**config.mk**
```make
export PLATFORM = sky130hd
export DESIGN_NAME = usb_midi_sysex_strip_writer_flat
export DESIGN_NICKNAME = d
export VERILOG_FILES = /design/src/usmsw_pkg.sv /design/src/usmsw_in_if.sv /design/src/usmsw_out_if.sv /design/src/usmsw_ctrl.sv /design/src/usmsw_dp.sv /design/src/usb_midi_sysex_strip_writer.sv /design/src/flat_wrapper.sv
export SDC_FILE = /design/constraint.sdc
export NUM_CORES = 1
export LEC_CHECK = 0
export BUFFER_PORTS_ARGS = -buffer_cell sky130_fd_sc_hd__buf_4
export CAP_MARGIN = 30
export CELL_PAD_IN_SITES_DETAIL_PLACEMENT = 0
export CELL_PAD_IN_SITES_GLOBAL_PLACEMENT = 1
export CORE_MARGIN = 2
export CORE_UTILIZATION = 58
export DETAILED_ROUTE_END_ITERATION = 10
export PLACE_DENSITY = 0.84
export SETUP_SLACK_MARGIN = 0.1
export SYNTH_ARGS = -nofsm -noshare
export SYNTH_HDL_FRONTEND = slang
export SYNTH_SLANG_ARGS = --single-unit
```
**constraint.sdc**
```tcl
create_clock -name clk -period 5.8 [get_ports clk]
set_input_delay 0.58 -clock clk [delete_from_list [all_inputs] [get_ports clk]]
set_output_delay 0.58 -clock clk [all_outputs]
set_load 0.01 [all_outputs]
```
**src/usmsw_pkg.sv**
```systemverilog
package usmsw_pkg;

  // USB-MIDI code index values
  localparam logic [3:0] CI_SYSEX_CONT = 4'h4;
  localparam logic [3:0] CI_END1       = 4'h5;
  localparam logic [3:0] CI_END2       = 4'h6;
  localparam logic [3:0] CI_END3       = 4'h7;
  localparam logic [3:0] CI_PRESSURE   = 4'hD;

  // sysex framing and strip message header
  localparam logic [7:0] SYSEX_START   = 8'hF0;
  localparam logic [7:0] SYSEX_END     = 8'hF7;
  localparam logic [7:0] STRIP_CMD     = 8'h12;
  localparam int         MIN_STRIP_LEN = 8;
  localparam int         FIRST_DATA    = 7;

  // result kinds
  localparam logic KIND_WRITE = 1'b0;
  localparam logic KIND_LEVEL = 1'b1;

  typedef enum logic [2:0] {
    ST_IDLE,
    ST_PRESS,
    ST_STORE,
    ST_CHECK,
    ST_SCAN
  } usmsw_state_t;

  typedef enum logic [1:0] {
    PK_OTHER,
    PK_PRESS,
    PK_SYSEX
  } pkt_kind_t;

  // controller to datapath
  typedef struct packed {
    logic load;   // latch an accepted packet
    logic press;  // load a level update into the output register
    logic store;  // write one packet byte to the store
    logic check;  // message closed: set up the scan
    logic scan;   // scan step
  } usmsw_cmd_t;

  // datapath to controller
  typedef struct packed {
    pkt_kind_t in_kind;
    logic      store_last;
    logic      closing;
    logic      strip_msg;
    logic      out_free;
    logic      scan_done;
  } usmsw_stat_t;

  function automatic pkt_kind_t decode_code(logic [3:0] ci);
    pkt_kind_t k;
    unique case (ci)
      CI_PRESSURE:                                    k = PK_PRESS;
      CI_SYSEX_CONT, CI_END1, CI_END2, CI_END3:       k = PK_SYSEX;
      default:                                        k = PK_OTHER;
    endcase
    return k;
  endfunction

  // index of the last data byte a sysex packet carries
  function automatic logic [1:0] last_byte_sel(logic [3:0] ci);
    logic [1:0] s;
    unique case (ci)
      CI_END1: s = 2'd0;
      CI_END2: s = 2'd1;
      default: s = 2'd2;
    endcase
    return s;
  endfunction

endpackage

```
**src/usmsw_in_if.sv**
```systemverilog
interface usmsw_in_if;
  logic       valid;
  logic       ready;
  logic [3:0] code_index;
  logic [7:0] first_byte;
  logic [7:0] second_byte;
  logic [7:0] third_byte;

  modport source (output valid, output code_index, output first_byte,
                  output second_byte, output third_byte, input ready);
  modport sink   (input valid, input code_index, input first_byte,
                  input second_byte, input third_byte, output ready);
endinterface

```
**src/usmsw_out_if.sv**
```systemverilog
interface usmsw_out_if;
  logic       valid;
  logic       ready;
  logic       kind;
  logic [6:0] strip_address;
  logic [7:0] strip_value;
  logic [2:0] channel;
  logic [3:0] level;
  logic       last;

  modport source (output valid, output kind, output strip_address, output strip_value,
                  output channel, output level, output last, input ready);
  modport sink   (input valid, input kind, input strip_address, input strip_value,
                  input channel, input level, input last, output ready);
endinterface

```
**src/usmsw_ctrl.sv**
```systemverilog
module usmsw_ctrl
  import usmsw_pkg::*;
(
  input  logic        clk,
  input  logic        rst_n,
  input  logic        in_valid,
  output logic        in_ready,
  input  usmsw_stat_t stat,
  output usmsw_cmd_t  cmd
);

  usmsw_state_t state_r, state_nxt;

  // state register
  always_ff @(posedge clk) begin
    if (!rst_n) begin
      state_r <= ST_IDLE;
    end else begin
      state_r <= state_nxt;
    end
  end

  // next state
  always_comb begin
    state_nxt = state_r;
    unique case (state_r)
      ST_IDLE: begin
        if (in_valid) begin
          unique case (stat.in_kind)
            PK_PRESS: state_nxt = ST_PRESS;
            PK_SYSEX: state_nxt = ST_STORE;
            default:  state_nxt = ST_IDLE;
          endcase
        end
      end
      ST_PRESS: begin
        if (stat.out_free) state_nxt = ST_IDLE;
      end
      ST_STORE: begin
        if (stat.store_last) state_nxt = stat.closing ? ST_CHECK : ST_IDLE;
      end
      ST_CHECK: begin
        state_nxt = stat.strip_msg ? ST_SCAN : ST_IDLE;
      end
      ST_SCAN: begin
        if (stat.scan_done) state_nxt = ST_IDLE;
      end
      default: state_nxt = ST_IDLE;
    endcase
  end

  // outputs
  always_comb begin
    in_ready  = (state_r == ST_IDLE);
    cmd.load  = (state_r == ST_IDLE) && in_valid;
    cmd.press = (state_r == ST_PRESS) && stat.out_free;
    cmd.store = (state_r == ST_STORE);
    cmd.check = (state_r == ST_CHECK);
    cmd.scan  = (state_r == ST_SCAN);
  end

endmodule

```
**src/usmsw_dp.sv**
```systemverilog
module usmsw_dp
  import usmsw_pkg::*;
#(
  parameter int STORE_DEPTH = 64,
  parameter int STRIP_BYTES = 112
) (
  input  logic        clk,
  input  logic        rst_n,
  input  usmsw_cmd_t  cmd,
  output usmsw_stat_t stat,
  input  logic [3:0]  in_code_index,
  input  logic [7:0]  in_first_byte,
  input  logic [7:0]  in_second_byte,
  input  logic [7:0]  in_third_byte,
  input  logic        out_ready,
  output logic        out_valid,
  output logic        out_kind,
  output logic [6:0]  out_strip_address,
  output logic [7:0]  out_strip_value,
  output logic [2:0]  out_channel,
  output logic [3:0]  out_level,
  output logic        out_last
);

  localparam int FILL_W = $clog2(STORE_DEPTH + 1);
  localparam int IDX_W  = $clog2(STORE_DEPTH);
  localparam int ADDR_W = 9;  // base byte plus offset into the store

  // latched packet
  logic [3:0] code_r;
  logic [7:0] b1_r, b2_r, b3_r;
  logic [1:0] sel_r, j_r;

  // message state
  logic              accum_r;
  logic [FILL_W-1:0] fill_r;
  logic [7:0]        hdr0_r, hdr5_r, base_r;
  logic [7:0]        mem [STORE_DEPTH];

  // scan state
  logic [FILL_W-1:0] rd_idx_r;
  logic [ADDR_W-1:0] rd_addr_r, data_addr_r;
  logic [7:0]        rdata_r;
  logic              rdv_r;
  logic              cand_v_r;
  logic [6:0]        cand_addr_r;
  logic [7:0]        cand_val_r;

  // output register
  logic       out_valid_r, out_kind_r, out_last_r;
  logic [6:0] out_addr_r;
  logic [7:0] out_val_r;
  logic [2:0] out_chan_r;
  logic [3:0] out_lvl_r;

  logic [7:0] wbyte;
  logic       we, re, out_free, go, term, more, finish, push_write;
  pkt_kind_t  in_kind;

  assign in_kind  = decode_code(in_code_index);
  assign out_free = !out_valid_r || out_ready;

  // byte of the packet in flight
  always_comb begin
    unique case (j_r)
      2'd0:    wbyte = b1_r;
      2'd1:    wbyte = b2_r;
      default: wbyte = b3_r;
    endcase
  end

  assign we = cmd.store && (fill_r < FILL_W'(STORE_DEPTH));

  // scan control: one store byte a cycle, held while the output is full
  assign go         = cmd.scan && out_free;
  assign term       = rdv_r && ((rdata_r == SYSEX_END) ||
                                (data_addr_r >= ADDR_W'(STRIP_BYTES)));
  assign more       = rd_idx_r < fill_r;
  assign finish     = term || (!rdv_r && !more);
  assign re         = go && !finish && more;
  assign push_write = go && cand_v_r && (finish || rdv_r);

  // packet latch
  always_ff @(posedge clk) begin
    if (cmd.load) begin
      code_r <= in_code_index;
      b1_r   <= in_first_byte;
      b2_r   <= in_second_byte;
      b3_r   <= in_third_byte;
      sel_r  <= last_byte_sel(in_code_index);
      j_r    <= 2'd0;
    end else if (cmd.store) begin
      j_r <= j_r + 2'd1;
    end
  end

  // accumulation flag and fill count
  always_ff @(posedge clk) begin
    if (!rst_n) begin
      accum_r <= 1'b0;
      fill_r  <= '0;
    end else begin
      if (cmd.load && (in_kind == PK_SYSEX)) begin
        if (!accum_r) fill_r <= '0;
        accum_r <= (in_code_index == CI_SYSEX_CONT);
      end else if (we) begin
        fill_r <= fill_r + FILL_W'(1);
      end
    end
  end

  // header bytes kept beside the store
  always_ff @(posedge clk) begin
    if (we) begin
      if (fill_r == FILL_W'(0)) hdr0_r <= wbyte;
      if (fill_r == FILL_W'(5)) hdr5_r <= wbyte;
      if (fill_r == FILL_W'(6)) base_r <= wbyte;
    end
  end

  // message store, registered read
  always_ff @(posedge clk) begin
    if (we) mem[fill_r[IDX_W-1:0]] <= wbyte;
    if (re) rdata_r <= mem[rd_idx_r[IDX_W-1:0]];
  end

  // scan pointers and address tracking
  always_ff @(posedge clk) begin
    if (cmd.check) begin
      rd_idx_r  <= FILL_W'(FIRST_DATA);
      rd_addr_r <= {1'b0, base_r};
    end else if (re) begin
      rd_idx_r    <= rd_idx_r + FILL_W'(1);
      rd_addr_r   <= rd_addr_r + ADDR_W'(1);
      data_addr_r <= rd_addr_r;
    end
  end

  // pending write, held back until its successor decides the last flag
  always_ff @(posedge clk) begin
    if (!rst_n) begin
      rdv_r    <= 1'b0;
      cand_v_r <= 1'b0;
    end else if (cmd.check) begin
      rdv_r    <= 1'b0;
      cand_v_r <= 1'b0;
    end else if (go) begin
      rdv_r <= re;
      if (rdv_r && !term) cand_v_r <= 1'b1;
    end
  end

  always_ff @(posedge clk) begin
    if (go && rdv_r && !term) begin
      cand_addr_r <= data_addr_r[6:0];
      cand_val_r  <= rdata_r;
    end
  end

  // output register
  always_ff @(posedge clk) begin
    if (!rst_n) begin
      out_valid_r <= 1'b0;
    end else if (cmd.press || push_write) begin
      out_valid_r <= 1'b1;
    end else if (out_ready) begin
      out_valid_r <= 1'b0;
    end
  end

  always_ff @(posedge clk) begin
    if (cmd.press) begin
      out_kind_r <= KIND_LEVEL;
      out_addr_r <= '0;
      out_val_r  <= '0;
      out_chan_r <= b2_r[6:4];
      out_lvl_r  <= b2_r[3:0];
      out_last_r <= 1'b1;
    end else if (push_write) begin
      out_kind_r <= KIND_WRITE;
      out_addr_r <= cand_addr_r;
      out_val_r  <= cand_val_r;
      out_chan_r <= '0;
      out_lvl_r  <= '0;
      out_last_r <= finish;
    end
  end

  assign out_valid         = out_valid_r;
  assign out_kind          = out_kind_r;
  assign out_strip_address = out_addr_r;
  assign out_strip_value   = out_val_r;
  assign out_channel       = out_chan_r;
  assign out_level         = out_lvl_r;
  assign out_last          = out_last_r;

  // status
  always_comb begin
    stat.in_kind    = in_kind;
    stat.store_last = (j_r == sel_r);
    stat.closing    = (code_r == CI_END1) || (code_r == CI_END2) || (code_r == CI_END3);
    stat.strip_msg  = (fill_r >= FILL_W'(MIN_STRIP_LEN)) && (hdr0_r == SYSEX_START) &&
                      (hdr5_r == STRIP_CMD);
    stat.out_free   = out_free;
    stat.scan_done  = go && finish;
  end

endmodule

```
**src/usb_midi_sysex_strip_writer.sv**
```systemverilog
// USB-MIDI sysex reassembly into control-strip writes and peak-level updates.
// in_ch carries one USB-MIDI event packet per transfer (code index and three
// data bytes); out_ch carries results: strip byte writes or level updates,
// with last set on the final result a packet causes.
// The block takes one packet at a time; in_ch.ready is high only when idle.
// Steps per packet once accepted:
//   channel pressure: a press step, held while out_ch is full.
//   sysex start/continue/end: one store step per byte in the packet (1 to 3).
//   closing a strip message: a header check, then a scan of the stored bytes
//   from index 7 on through the single store read port, held on a stall.
// Other packets are accepted and cause nothing.
// Writes reach out_ch one per cycle while it is not stalled, passing from the
// read data register through a held-back write register to the output
// register, since each waits for the next byte to settle its last flag.
// Reset clears the message state and the output register; the store itself
// needs no clearing. A stall on out_ch freezes the scan until the waiting
// result is taken; nothing is dropped.
module usb_midi_sysex_strip_writer
  import usmsw_pkg::*;
#(
  parameter int STORE_DEPTH = 64,
  parameter int STRIP_BYTES = 112
) (
  input  logic        clk,
  input  logic        rst_n,
  usmsw_in_if.sink    in_ch,
  usmsw_out_if.source out_ch
);

  usmsw_cmd_t  cmd;
  usmsw_stat_t stat;
  logic        in_ready;

  usmsw_ctrl u_ctrl (
    .clk      (clk),
    .rst_n    (rst_n),
    .in_valid (in_ch.valid),
    .in_ready (in_ready),
    .stat     (stat),
    .cmd      (cmd)
  );

  usmsw_dp #(
    .STORE_DEPTH (STORE_DEPTH),
    .STRIP_BYTES (STRIP_BYTES)
  ) u_dp (
    .clk               (clk),
    .rst_n             (rst_n),
    .cmd               (cmd),
    .stat              (stat),
    .in_code_index     (in_ch.code_index),
    .in_first_byte     (in_ch.first_byte),
    .in_second_byte    (in_ch.second_byte),
    .in_third_byte     (in_ch.third_byte),
    .out_ready         (out_ch.ready),
    .out_valid         (out_ch.valid),
    .out_kind          (out_ch.kind),
    .out_strip_address (out_ch.strip_address),
    .out_strip_value   (out_ch.strip_value),
    .out_channel       (out_ch.channel),
    .out_level         (out_ch.level),
    .out_last          (out_ch.last)
  );

  assign in_ch.ready = in_ready;

  // a level update is always the only result of its packet
  a_level_last: assert property (@(posedge clk) disable iff (!rst_n)
    (out_ch.valid && (out_ch.kind == KIND_LEVEL)) |-> out_ch.last)
    else $error("level update without last flag");

  // strip writes never land outside the strip
  a_strip_range: assert property (@(posedge clk) disable iff (!rst_n)
    (out_ch.valid && (out_ch.kind == KIND_WRITE)) |->
      (int'(out_ch.strip_address) < STRIP_BYTES))
    else $error("strip write beyond strip size");

  // a pressure packet holds off the next transfer for its update cycle
  a_press_busy: assert property (@(posedge clk) disable iff (!rst_n)
    (in_ch.valid && in_ch.ready && (in_ch.code_index == CI_PRESSURE)) |=> !in_ch.ready)
    else $error("input taken while level update pending");

endmodule

```
**src/flat_wrapper.sv**
```systemverilog
// flat-port wrapper written by rule: the top's interface ports become plain ports
module usb_midi_sysex_strip_writer_flat import usmsw_pkg::*;
#(
  parameter int STORE_DEPTH = 64,
  parameter int STRIP_BYTES = 112
)
  (clk, rst_n, in_ch_valid, in_ch_code_index, in_ch_first_byte, in_ch_second_byte, in_ch_third_byte, in_ch_ready, out_ch_valid, out_ch_kind, out_ch_strip_address, out_ch_strip_value, out_ch_channel, out_ch_level, out_ch_last, out_ch_ready);
  usmsw_in_if in_ch_i ();
  usmsw_out_if out_ch_i ();
  input  logic clk;
  input  logic rst_n;
  input wire logic [$bits(in_ch_i.valid)-1:0] in_ch_valid;
  input wire logic [$bits(in_ch_i.code_index)-1:0] in_ch_code_index;
  input wire logic [$bits(in_ch_i.first_byte)-1:0] in_ch_first_byte;
  input wire logic [$bits(in_ch_i.second_byte)-1:0] in_ch_second_byte;
  input wire logic [$bits(in_ch_i.third_byte)-1:0] in_ch_third_byte;
  output wire logic [$bits(in_ch_i.ready)-1:0] in_ch_ready;
  output wire logic [$bits(out_ch_i.valid)-1:0] out_ch_valid;
  output wire logic [$bits(out_ch_i.kind)-1:0] out_ch_kind;
  output wire logic [$bits(out_ch_i.strip_address)-1:0] out_ch_strip_address;
  output wire logic [$bits(out_ch_i.strip_value)-1:0] out_ch_strip_value;
  output wire logic [$bits(out_ch_i.channel)-1:0] out_ch_channel;
  output wire logic [$bits(out_ch_i.level)-1:0] out_ch_level;
  output wire logic [$bits(out_ch_i.last)-1:0] out_ch_last;
  input wire logic [$bits(out_ch_i.ready)-1:0] out_ch_ready;
  assign in_ch_i.valid = in_ch_valid;
  assign in_ch_i.code_index = in_ch_code_index;
  assign in_ch_i.first_byte = in_ch_first_byte;
  assign in_ch_i.second_byte = in_ch_second_byte;
  assign in_ch_i.third_byte = in_ch_third_byte;
  assign in_ch_ready = in_ch_i.ready;
  assign out_ch_valid = out_ch_i.valid;
  assign out_ch_kind = out_ch_i.kind;
  assign out_ch_strip_address = out_ch_i.strip_address;
  assign out_ch_strip_value = out_ch_i.strip_value;
  assign out_ch_channel = out_ch_i.channel;
  assign out_ch_level = out_ch_i.level;
  assign out_ch_last = out_ch_i.last;
  assign out_ch_i.ready = out_ch_ready;
  usb_midi_sysex_strip_writer #(.STORE_DEPTH(STORE_DEPTH), .STRIP_BYTES(STRIP_BYTES)) u_core (.clk(clk), .rst_n(rst_n), .in_ch(in_ch_i), .out_ch(out_ch_i));
endmodule
```
==> impl_metrics.ini, run 1 <==
[power_and_ir_drop]
p_seq_share_pct = 48.9
comb_power_share_pct = 17.9
finalPower_uw = 12830
switching_share_pct = 27.29
leakage_uw = 0.009508
ir_drop_mv = 0.3883
internal_power_uw = 9332
power_frac_clock_pct = 33.2
powerDensity_mw_per_mm2 = 445.9
switching_power_uw = 3502

[drt]
antenna_left = 0
drc = 0
num_vias = 13220
dr.pass1.iters = 7
wl_per_cell_um = 26.13
via_per_inst = 6.241
wl_um = 55370
drt_iter0_markers = 1455

[cts]
root_buffer = clkbuf_16
clkSinkCount = 654
cts_resized = 0
clk_path_buf_depth = 3
worstSkewPairLatency_ps = 630
cts_hold_buf = 0
numCtsBuffers = 61
tritoncts = yes
clkTransAtPathRegs_ps = 70
cts_setup_buffers = 0
htree_levels = 2

[floorplan]
dieArea_mm2 = 0.04582
placementRows = 76
fp.coreArea_mm2 = 0.04327
pin_count = 58
initial_utilization_pct = 59.15
die_w_um = 214.1
die_y_um = 214.1

[logic_synthesis]
synth_top_area_cell = edfxtp_1
synth_edf_count = 613
syn-instance-count = 1411
synthTopCellsByArea = edfxtp_1, mux4_2, dfxtp_1
ys_ff_latch = 654
yosysUniqueCellTypes = 57
ys_async_sr_fraction_pct = 0
syn_area_mm2 = 0.02559
synth_top_cell_area_share_pct = 71.93
ys.flop_type = edfxtp_1
ys_seq_area_share_pct = 75.13
synth_warnings = 0
synth_area_per_cell_um2 = 18.14
synth_fp_nets = 1457

[timing]
fin_setup_tns_ps = 0
relSlewSlack_pct = 32.68
hold_viol_final = 0
finalCritPeriodShare_pct = 54.83
fin_crit_ps = 3180
rsz0062_at_grt = no
clock_skew_ps = 22.66
maxSlewViolCount = 0
setup_violations = 0
fmax_mhz = 314.4
worst_pin_slew_ps = 1003

[global_route]
grt_start_max_net_pins = 79
grt.total_usage_pct = 24.51
grt_pass1_vias = 13250
antenna_found_initial = 0
grt_pass1_wl_um = 83640
overflow = 0

[final_layout]
nNetsFinal = 1527
areaGrowthSynthToFinish_pct = 12.47
diodes = 0
layout.cells.non_filler = 2119
drive_above_1_share_pct = 21.12

[setup_path]
arrival_ps = 3570
crit_type = register to register
reg2reg_slack_ps = 2620
r2r-start = u_core.u_dp.rd_idx_r[0]$_SDFFE_PP1P_
cp-end-kind = register
rr_worst_depth = 6
crit_path_top_delay_cell = dfxtp_4
cp_cell_sequence = buf_12 -> mux4_2 -> nor2b_1 -> a211oi_1 -> a21oi_1 -> a221o_1
slowest_delay_ps = 670
r2r_end = u_core.u_dp.rdata_r[1]$_DFFE_PP_
startpoint_type = register
required_ps = 6190
critPathMaxFanout = 78

[worst_hold_path]
hold_path_end = u_core.u_dp.b3_r[1]$_DFFE_PP_
hp-class = input port to register
hold_start = in_ch_third_byte[1]
min_path_cells = 1

[outcome]
outcome = completed

[run]
cap_violations = 0

[placed_design]
place_inst = 2003
hpwl_um = 32680
port_buffers = 57
gp_congestion = 0.8330
[cells by family after synthesis]
group | after synthesis | share of synthesized area [%]
adder cells (fa/ha/maj) | 14 | 0.6845
multiplexers | 166 | 12.10
AO/OA/AOI/OAI | 188 | 4.733
AND/OR/NAND/NOR | 292 | 5.373
XOR/XNOR | 9 | 0.3080
flip-flops | 654 | 75.13
buffers and inverters | 88 | 1.667
[through the flow]
stage,instance area (um2),util (%),hold slack [ps],setup WS (ps)
4_1_cts,28780,66.52,110.4,2612
2_1_floorplan,25590,-,400.3,3044
5_1_grt,28780,66.52,113.3,2382
3_3_place_gp,26590,61.46,404.4,2270
6_report,28780,66.52,140.1,2620
3_5_place_dp,26620,61.53,407.0,2626
[flip-flops by register name, summed over array words and instances, names as in the netlist, 4 cells and up]
name / flops
u_core.u_dp.hdr5_r: 8
u_core.u_dp.cand_val_r: 8
u_core.u_dp.fill_r: 7
u_core.u_dp.b3_r: 8
u_core.u_dp.rdata_r: 8
u_core.u_dp.out_level: 4
u_core.u_dp.b2_r: 8
u_core.u_dp.mem: 512
u_core.u_dp.base_r: 8
u_core.u_dp.code_r: 4
u_core.u_dp.cand_addr_r: 7
u_core.u_dp.hdr0_r: 8
u_core.u_dp.data_addr_r: 9
u_core.u_dp.rd_idx_r: 7
u_core.u_dp.out_strip_address: 7
u_core.u_dp.out_strip_value: 8
u_core.u_dp.b1_r: 8
u_core.u_dp.rd_addr_r: 9
[how the worst max path moves through the flow]
| stage | startpoint | end | slack [ps] | cells past startpoint |
|---|---|---|---|---|
| floorplan | u_core.u_dp.fill_r[1]$_SDFFE_PN0P_ | u_core.u_dp.rd_addr_r[0]$_DFFE_PP_ | 3040 | 8 |
| global placement | u_core.u_dp.rd_idx_r[1]$_SDFFE_PP1P_ | u_core.u_dp.rd_addr_r[0]$_DFFE_PP_ | 2270 | 5 |
| detailed placement | u_core.u_dp.rd_idx_r[0]$_SDFFE_PP1P_ | u_core.u_dp.rdata_r[3]$_DFFE_PP_ | 2630 | 7 |
| CTS | u_core.u_ctrl.state_r[2]$_SDFFE_PN0P_ | u_core.u_dp.mem[11][7]$_DFFE_PP_ | 2610 | 5 |
| global route | u_core.u_ctrl.state_r[2]$_SDFFE_PN0P_ | u_core.u_dp.mem[19][5]$_DFFE_PP_ | 2380 | 5 |
| finish | u_core.u_dp.rd_idx_r[0]$_SDFFE_PP1P_ | u_core.u_dp.rdata_r[1]$_DFFE_PP_ | 2620 | 6 |
[cells in the mapped netlist, types with 7 or more instances]
master and n:
or2_2 8, a211oi_1 22, buf_2 23, dfxtp_1 41
o21ai_0 38, o22ai_1 7, nor2b_1 20, nor3_1 8
nand3_1 42, inv_1 13, o221ai_1 7, clkbuf_1 34
a21oi_1 57, a22oi_1 10, mux2_2 7, mux4_2 114
buf_4 12, nand2_1 73, and2_1 16, edfxtp_1 613
nor2_1 91, and3_1 10, mux2i_1 45, ha_1 14
[critical path: cells and delay by family (launching register included)]
family / cells / cell delay, ps
simple gates: 1 / 140
flops: 1 / 670
compound gates: 3 / 900
buf+inv: 1 / 530
mux: 1 / 580
[area by class of cell]
class / count / area (um2)
Clock buffer: 73 / 1634
Clock inverter: 43 / 528.0
Fill cell: 2797 / 14480
Inverter: 14 / 52.55
Multi-Input combinational cell: 669 / 5962
Sequential cell: 654 / 19240
Tap cell: 585 / 732.0
Timing Repair Buffer: 81 / 633.1
[power by group through the flow]
stage | Combinational (uW) | Clock (uW) | Sequential (uW)
after floorplan | 1460 | 0 | 6280
after global placement | 2230 | 0 | 6370
after detailed placement | 2320 | 0 | 6370
after CTS | 2340 | 4300 | 6270
after global routing | 2490 | 4490 | 6280
final | 2300 | 4260 | 6270
[cell usage in the layout (no fill, tap or decap), types with 9 or more instances in the layout]
master	count
a211oi_1	22
a21oi_1	57
a22oi_1	10
and2_1	16
and3_1	10
buf_4	79
bufinv_16	12
clkbuf_16	63
clkinv_1	9
clkinv_2	16
dfxtp_1	37
edfxtp_1	613
ha_1	14
inv_1	13
mux2i_1	45
mux4_2	114
nand2_1	65
nand3_1	42
nor2_1	91
nor2b_1	20
o21ai_0	37
[per-layer routing]
layer / up-vias / share of wire, % / GRT usage [%] / wire length (um)
met4: 0 / 2.9 / 7.593 / 1583
met1: 6693 / 41 / 35.16 / 22750
li1: 5794 / - / - / -
met3: 108 / 9.0 / 5.887 / 4998
met5: - / 0 / 0 / 0
met2: 629 / 47 / 37.91 / 26040
Power figures use the tool's default switching activity.
==> inputs of run 2 (changes only) <==
--- a/config.mk
+++ b/config.mk
@@ -10,9 +10,9 @@
 export CELL_PAD_IN_SITES_DETAIL_PLACEMENT = 0
 export CELL_PAD_IN_SITES_GLOBAL_PLACEMENT = 1
 export CORE_MARGIN = 2
-export CORE_UTILIZATION = 58
+export CORE_UTILIZATION = 49
 export DETAILED_ROUTE_END_ITERATION = 10
-export PLACE_DENSITY = 0.84
+export PLACE_DENSITY = 0.75
 export SETUP_SLACK_MARGIN = 0.1
 export SYNTH_ARGS = -nofsm -noshare
 export SYNTH_HDL_FRONTEND = slang
==> constraint.sdc (replaced) <==
create_clock -name clk -period 2.65 [get_ports clk]
set_input_delay 0.265 -clock clk [delete_from_list [all_inputs] [get_ports clk]]
set_output_delay 0.265 -clock clk [all_outputs]
set_load 0.01 [all_outputs]
==> run 2 against run 1 <==
Effect of this change: core utilization fell by 7.3 points; power rose by 120%; cell area increased by 5.9%; critical endpoint is now u_core.u_dp.rdata_r[7]$_DFFE_PP_; combinational power grew to 2.7 times the previous value; non-clock buffer count is 167 higher; first-iteration DRC count decreased by 6.0%; sequential share of layout area is 3.7 points lower; largest power group unchanged; hold slack lost 110 ps; via count increased by 5.8%.
==> impl_metrics.ini, run 2 (synthesis results as in run 1) <==
[outcome]
outcome = completed

[setup_path]
cp_top_family = compound AO/OA/AOI/OAI gates
critPathMaxFanout = 11
crit_path_top_delay_cell = mux4_2
r2r_end = u_core.u_dp.rdata_r[7]$_DFFE_PP_
cp-end-kind = register
cp_cell_sequence = buf_12 -> mux4_2 -> a2111oi_2 -> buf_4 -> a211oi_1 -> a221o_1
reg2reg_slack_ps = 220
required_ps = 3010
crit_type = register to register
r2r-start = u_core.u_dp.rd_idx_r[0]$_SDFFE_PP1P_
path_buf_inv = 2
startpoint_type = register
rr_worst_depth = 6
arrival_ps = 2790
slowest_delay_ps = 570

[final_layout]
nNetsFinal = 1701
fillCellCount = 3781
drive_above_1_share_pct = 26.90
largest_reg_flops = 512
areaGrowthSynthToFinish_pct = 19.12
final_common_cell = edfxtp_1
diodes = 0
fin_area_mm2 = 0.03049
final_cell_mix = edfxtp_1, buf_4, mux4_2

[power_and_ir_drop]
power_frac_clock_pct = 31.9
switching_power_uw = 8044
comb_power_share_pct = 21.2
p_seq_share_pct = 46.9
powerDensity_mw_per_mm2 = 942.9
finalPower_uw = 28750
leakage_uw = 0.01044
internal_power_uw = 20700
ir_drop_mv = 0.7528
switching_share_pct = 27.98

[timing]
fin_crit_ps = 2430
clock_skew_ps = 26.32
setup_violations = 0
rsz0062_at_grt = no
maxSlewViolCount = 0
relSlewSlack_pct = 59.21
fmax_mhz = 411.6
hold_viol_final = 0
worst_pin_slew_ps = 610.4
timing.hold.ws_ps = 26.12
finalCritPeriodShare_pct = 91.69
worst_slack_ps = 220.2

[cts]
root_buffer = clkbuf_16
clkSinkCount = 654
clk_path_buf_depth = 3
numCtsBuffers = 68
htree_levels = 3
worstSkewPairLatency_ps = 610
clkTransAtPathRegs_ps = 60
tritoncts = yes

[drt]
wl_per_cell_um = 25.12
num_vias = 13990
dr.pass1.iters = 5
antenna_left = 0
via_per_inst = 5.855
wl_um = 60030
drt_iter0_markers = 1368
drc = 0

[global_route]
antenna_found_initial = 0
grt_pass1_vias = 14070
grt.total_usage_pct = 22.64
overflow = 0
grt_start_max_net_pins = 68
grt_pass1_wl_um = 89360

[floorplan]
die_y_um = 232.5
initial_utilization_pct = 49.68
pin_count = 58
fp.coreArea_mm2 = 0.05151
placementRows = 83
dieArea_mm2 = 0.05407
die_w_um = 232.5

[placed_design]
gp_congestion = 0.8543
dpl_cell_area_mm2 = 0.02790
hpwl_um = 36900
port_buffers = 57
post-place-ws_ps = -176.4

[run]
cap_violations = 0

[worst_hold_path]
hp-class = input port to register
hold_start = in_ch_valid
hold_path_end = u_core.u_dp.j_r[0]$_SDFFE_PP0P_
min_path_cells = 4
[run 2: changes by cell type in the layout (fill, tap and decap cells not counted), moves of 6 or more]
cell and change:
bufinv_16 -9, clkbuf_1 +6, clkbuf_16 +10, clkinv_1 +7, buf_4 +118, dlygate4sd3_1 +29
buf_12 +16
[run 2: metrics by stage]
stage	utilization (%)	instances	setup TNS, ps
after floorplan	-	1411	0
after global placement	54.15	2225	-210.4
after detailed placement	54.17	2226	-222.4
after CTS	58.94	2381	0
after global routing	59.18	2390	0
final	59.18	2390	0
[run 2: routing by layer]
layer  GRT usage (%)  wire (um)
met2           35.84      28900
met3           3.309       3933
met4           8.320       1869
met5               0          0
met1           32.25      25320
[run 2: layout make-up]
cell class | count | area (um2) | share of cell area [%]
Tap cell | 680 | 850.8 | 2.791
Timing Repair Buffer | 248 | 2222 | 7.289
Multi-Input combinational cell | 669 | 5972 | 19.59
Clock inverter | 37 | 276.5 | 0.9070
Inverter | 14 | 52.55 | 0.1724
Sequential cell | 654 | 19240 | 63.12
Clock buffer | 88 | 1871 | 6.136
[run 2: worst max path at each step]
stage | start | endpoint | slack (ps) | cells after the start
CTS | u_core.u_dp.rd_idx_r[1]$_SDFFE_PP1P_ | u_core.u_dp.rdata_r[2]$_DFFE_PP_ | 130 | 7
floorplan | u_core.u_dp.fill_r[1]$_SDFFE_PN0P_ | u_core.u_dp.rd_addr_r[0]$_DFFE_PP_ | 130 | 8
global placement | u_core.u_dp.rd_idx_r[1]$_SDFFE_PP1P_ | u_core.u_dp.rdata_r[7]$_DFFE_PP_ | -170 | 6
detailed placement | u_core.u_dp.rd_idx_r[1]$_SDFFE_PP1P_ | u_core.u_dp.rdata_r[7]$_DFFE_PP_ | -180 | 6
global route | u_core.u_dp.rd_idx_r[3]$_SDFFE_PP0P_ | u_core.u_dp.rdata_r[7]$_DFFE_PP_ | 120 | 7
finish | u_core.u_dp.rd_idx_r[0]$_SDFFE_PP1P_ | u_core.u_dp.rdata_r[7]$_DFFE_PP_ | 220 | 6
[run 2: what timing repair did]
action,CTS,global route
hold endpoints to repair,36,0
setup buffers,1,7
gates cloned,0,2
resized for setup,3,3
hold buffers,29,0
pin swaps,0,1
setup endpoints to repair,6,5
[run 2: worst min-delay path: stages]
cell and delay, ps:
buf_4 90, o21ai_0 90, nand2_1 70, o21ai_0 60
[run 2: power groups by stage]
stage / clock network [uW] / registers, uW / logic, uW
3_5_place_dp: 0 / 13700 / 5970
4_1_cts: 9310 / 13500 / 6060
3_3_place_gp: 0 / 13700 / 5830
6_report: 9180 / 13500 / 6100
5_1_grt: 9700 / 13500 / 6540
2_1_floorplan: 0 / 13700 / 3210
==> inputs of run 3 (changes only) <==
--- a/config.mk
+++ b/config.mk
@@ -9,10 +9,11 @@
 export CAP_MARGIN = 30
 export CELL_PAD_IN_SITES_DETAIL_PLACEMENT = 0
 export CELL_PAD_IN_SITES_GLOBAL_PLACEMENT = 1
-export CORE_MARGIN = 2
-export CORE_UTILIZATION = 49
+export CORE_MARGIN = 5
+export CORE_UTILIZATION = 58
 export DETAILED_ROUTE_END_ITERATION = 10
-export PLACE_DENSITY = 0.75
+export PLACE_DENSITY = 0.84
+export REMOVE_ABC_BUFFERS = 1
 export SETUP_SLACK_MARGIN = 0.1
 export SYNTH_ARGS = -nofsm -noshare
 export SYNTH_HDL_FRONTEND = slang
==> constraint.sdc (replaced) <==
create_clock -name clk -period 2.9 [get_ports clk]
set_input_delay 0.29 -clock clk [delete_from_list [all_inputs] [get_ports clk]]
set_output_delay 0.29 -clock clk [all_outputs]
set_load 0.01 [all_outputs]
==> run 3 against run 2 <==
Effect of this change: first-iteration DRC count is 23% higher; die area is 10% lower; hold slack better by 70 ps; setup slack better by 0.89 ps; via count is 0.92% higher; combinational power is 12% lower; critical endpoint unchanged; largest cell class unchanged; highest routed layer unchanged.
==> impl_metrics.ini, run 3 (synthesis results as in run 1) <==
[drt]
drc = 0
num_vias = 14120
dr.pass1.iters = 6
met3WireLength_um = 5721
antenna_left = 0
wl_um = 60630
wl_met2_um = 29640
wl_per_cell_um = 26.71
drt_iter0_markers = 1681
via_per_inst = 6.221
routed.top_layer = met4
drt-met1-wl_um = 23020

[floorplan]
fp.coreArea_mm2 = 0.04393
pin_count = 58
die_y_um = 220.1
die_w_um = 220.1
initial_utilization_pct = 58.25
dieArea_mm2 = 0.04842
placementRows = 77

[cts]
htree_levels = 3
clkSinkCount = 654
tritoncts = yes
clk_path_buf_depth = 3
worstSkewPairLatency_ps = 590
numCtsBuffers = 66
root_buffer = clkbuf_16
clkTransAtPathRegs_ps = 70

[final_layout]
final_cell_mix = edfxtp_1, buf_4, mux4_2
final_common_cell = edfxtp_1
fin_area_mm2 = 0.03009
areaGrowthSynthToFinish_pct = 17.59
largest_reg_flops = 512
fillCellCount = 2803
drive_above_1_share_pct = 25.49
nNetsFinal = 1669
fin_util_pct = 68.50

[timing]
relSlewSlack_pct = 46.12
clock_skew_ps = 23.54
fmax_mhz = 373.3
setup_violations = 0
fin_crit_ps = 2679
worst_slack_ps = 221.1
maxSlewViolCount = 0
worst_pin_slew_ps = 802.0
rsz0062_at_grt = yes
finalCritPeriodShare_pct = 92.38
hold_viol_final = 0
timing.hold.ws_ps = 95.65

[setup_path]
required_ps = 3230
crit_type = register to register
slowest_delay_ps = 570
critPathMaxFanout = 12
path_buf_inv = 2
arrival_ps = 3010
startpoint_type = register
reg2reg_slack_ps = 220
cp_top_family = compound AO/OA/AOI/OAI gates
cp-end-kind = register
cp_cell_sequence = buf_8 -> mux4_2 -> nand2_1 -> a21oi_1 -> a2111oi_0 -> buf_4 -> a211oi_1 -> a221o_1
crit_path_top_delay_cell = dfxtp_4

[global_route]
overflow = 0
grt_pass1_wl_um = 90470
antenna_found_initial = 3
grt_start_max_net_pins = 68
grt.total_usage_pct = 25.59
grt_pass1_vias = 14310

[placed_design]
hpwl_um = 36920
gp_congestion = 0.8703
dpl_cell_area_mm2 = 0.02758
post-place-ws_ps = 10.14
port_buffers = 57

[run]
cap_violations = 0

[worst_hold_path]
hp-class = input port to register

[power_and_ir_drop]
powerDensity_mw_per_mm2 = 874.0
ir_drop_mv = 0.6211
finalPower_uw = 26300
leakage_uw = 0.01025

[outcome]
outcome = completed
[run 3: cell count changes in the layout (fill, tap and decap cells not counted), moves of 3 or more]
cell and delta:
buf_12 -3, clkbuf_16 -4, buf_4 -25, diode_2 +3, bufinv_16 +5, clkinv_2 -4
[run 3: what timing repair did]
| item | CTS | global route |
|---|---|---|
| resized for setup | 1 | 2 |
| endpoints found under the setup margin | 1 | 14 |
| hold buffers | 29 | 0 |
| endpoints found under the hold margin | 30 | 0 |
| setup buffers | 0 | 2 |
[run 3: path summary, 6_finish.rpt]
check	from	to	cells past startpoint
hold / removal	in_ch_valid	u_core.u_dp.j_r[0]$_SDFFE_PP0P_	4
setup / recovery	u_core.u_dp.rd_idx_r[0]$_SDFFE_PP1P_	u_core.u_dp.rdata_r[7]$_DFFE_PP_	8
hold reg to reg	u_core.u_dp.data_addr_r[1]$_DFFE_PP_	u_core.u_dp.cand_addr_r[1]$_DFFE_PP_	0
setup reg to reg	u_core.u_dp.rd_idx_r[0]$_SDFFE_PP1P_	u_core.u_dp.rdata_r[7]$_DFFE_PP_	8
[run 3: metrics by stage]
| stage | TNS, ps | std cells |
|---|---|---|
| finish | 0 | 2270 |
| global route | 0 | 2268 |
| CTS | 0 | 2265 |
| detailed placement | 0 | 2116 |
| global placement | 0 | 2115 |
| floorplan | -203160 | 1337 |
[run 3: final cells by class]
type / instances / area, um2 / share of cell area, %
timing repair buffer: 218 / 1908 / 6.340
antenna: 3 / 7.507 / 0.02495
inverter: 14 / 52.55 / 0.1746
clock inverter: 37 / 386.6 / 1.285
clock buffer: 83 / 1789 / 5.945
sequential: 654 / 19240 / 63.94
multi-input combinational: 669 / 5968 / 19.83
tap: 592 / 740.7 / 2.461
[run 3: per-layer routing]
layer  GRT usage (%)  vias to the layer above
met1           34.73                     7196
met5               0                        -
li1                -                     6097
met4           10.40                        0
met2           40.94                      699
met3           5.743                      130
[run 3: worst register-to-register path, delay by kind of cell, from the launching register on]
family                 cells  cell delay (ps)
AO/OA/AOI/OAI              4              830
buffers and inverters      2              420
flip-flops                 1              570
multiplexers               1              520
AND/OR/NAND/NOR            1               80
[run 3: where the power goes]
| part | leakage, uW | internal [uW] | switching [uW] |
|---|---|---|---|
| Sequential | 0.00587 | 12200 | 181 |
| Combinational | 0.00333 | 1780 | 3610 |
| Clock | 0.00106 | 5090 | 3460 |
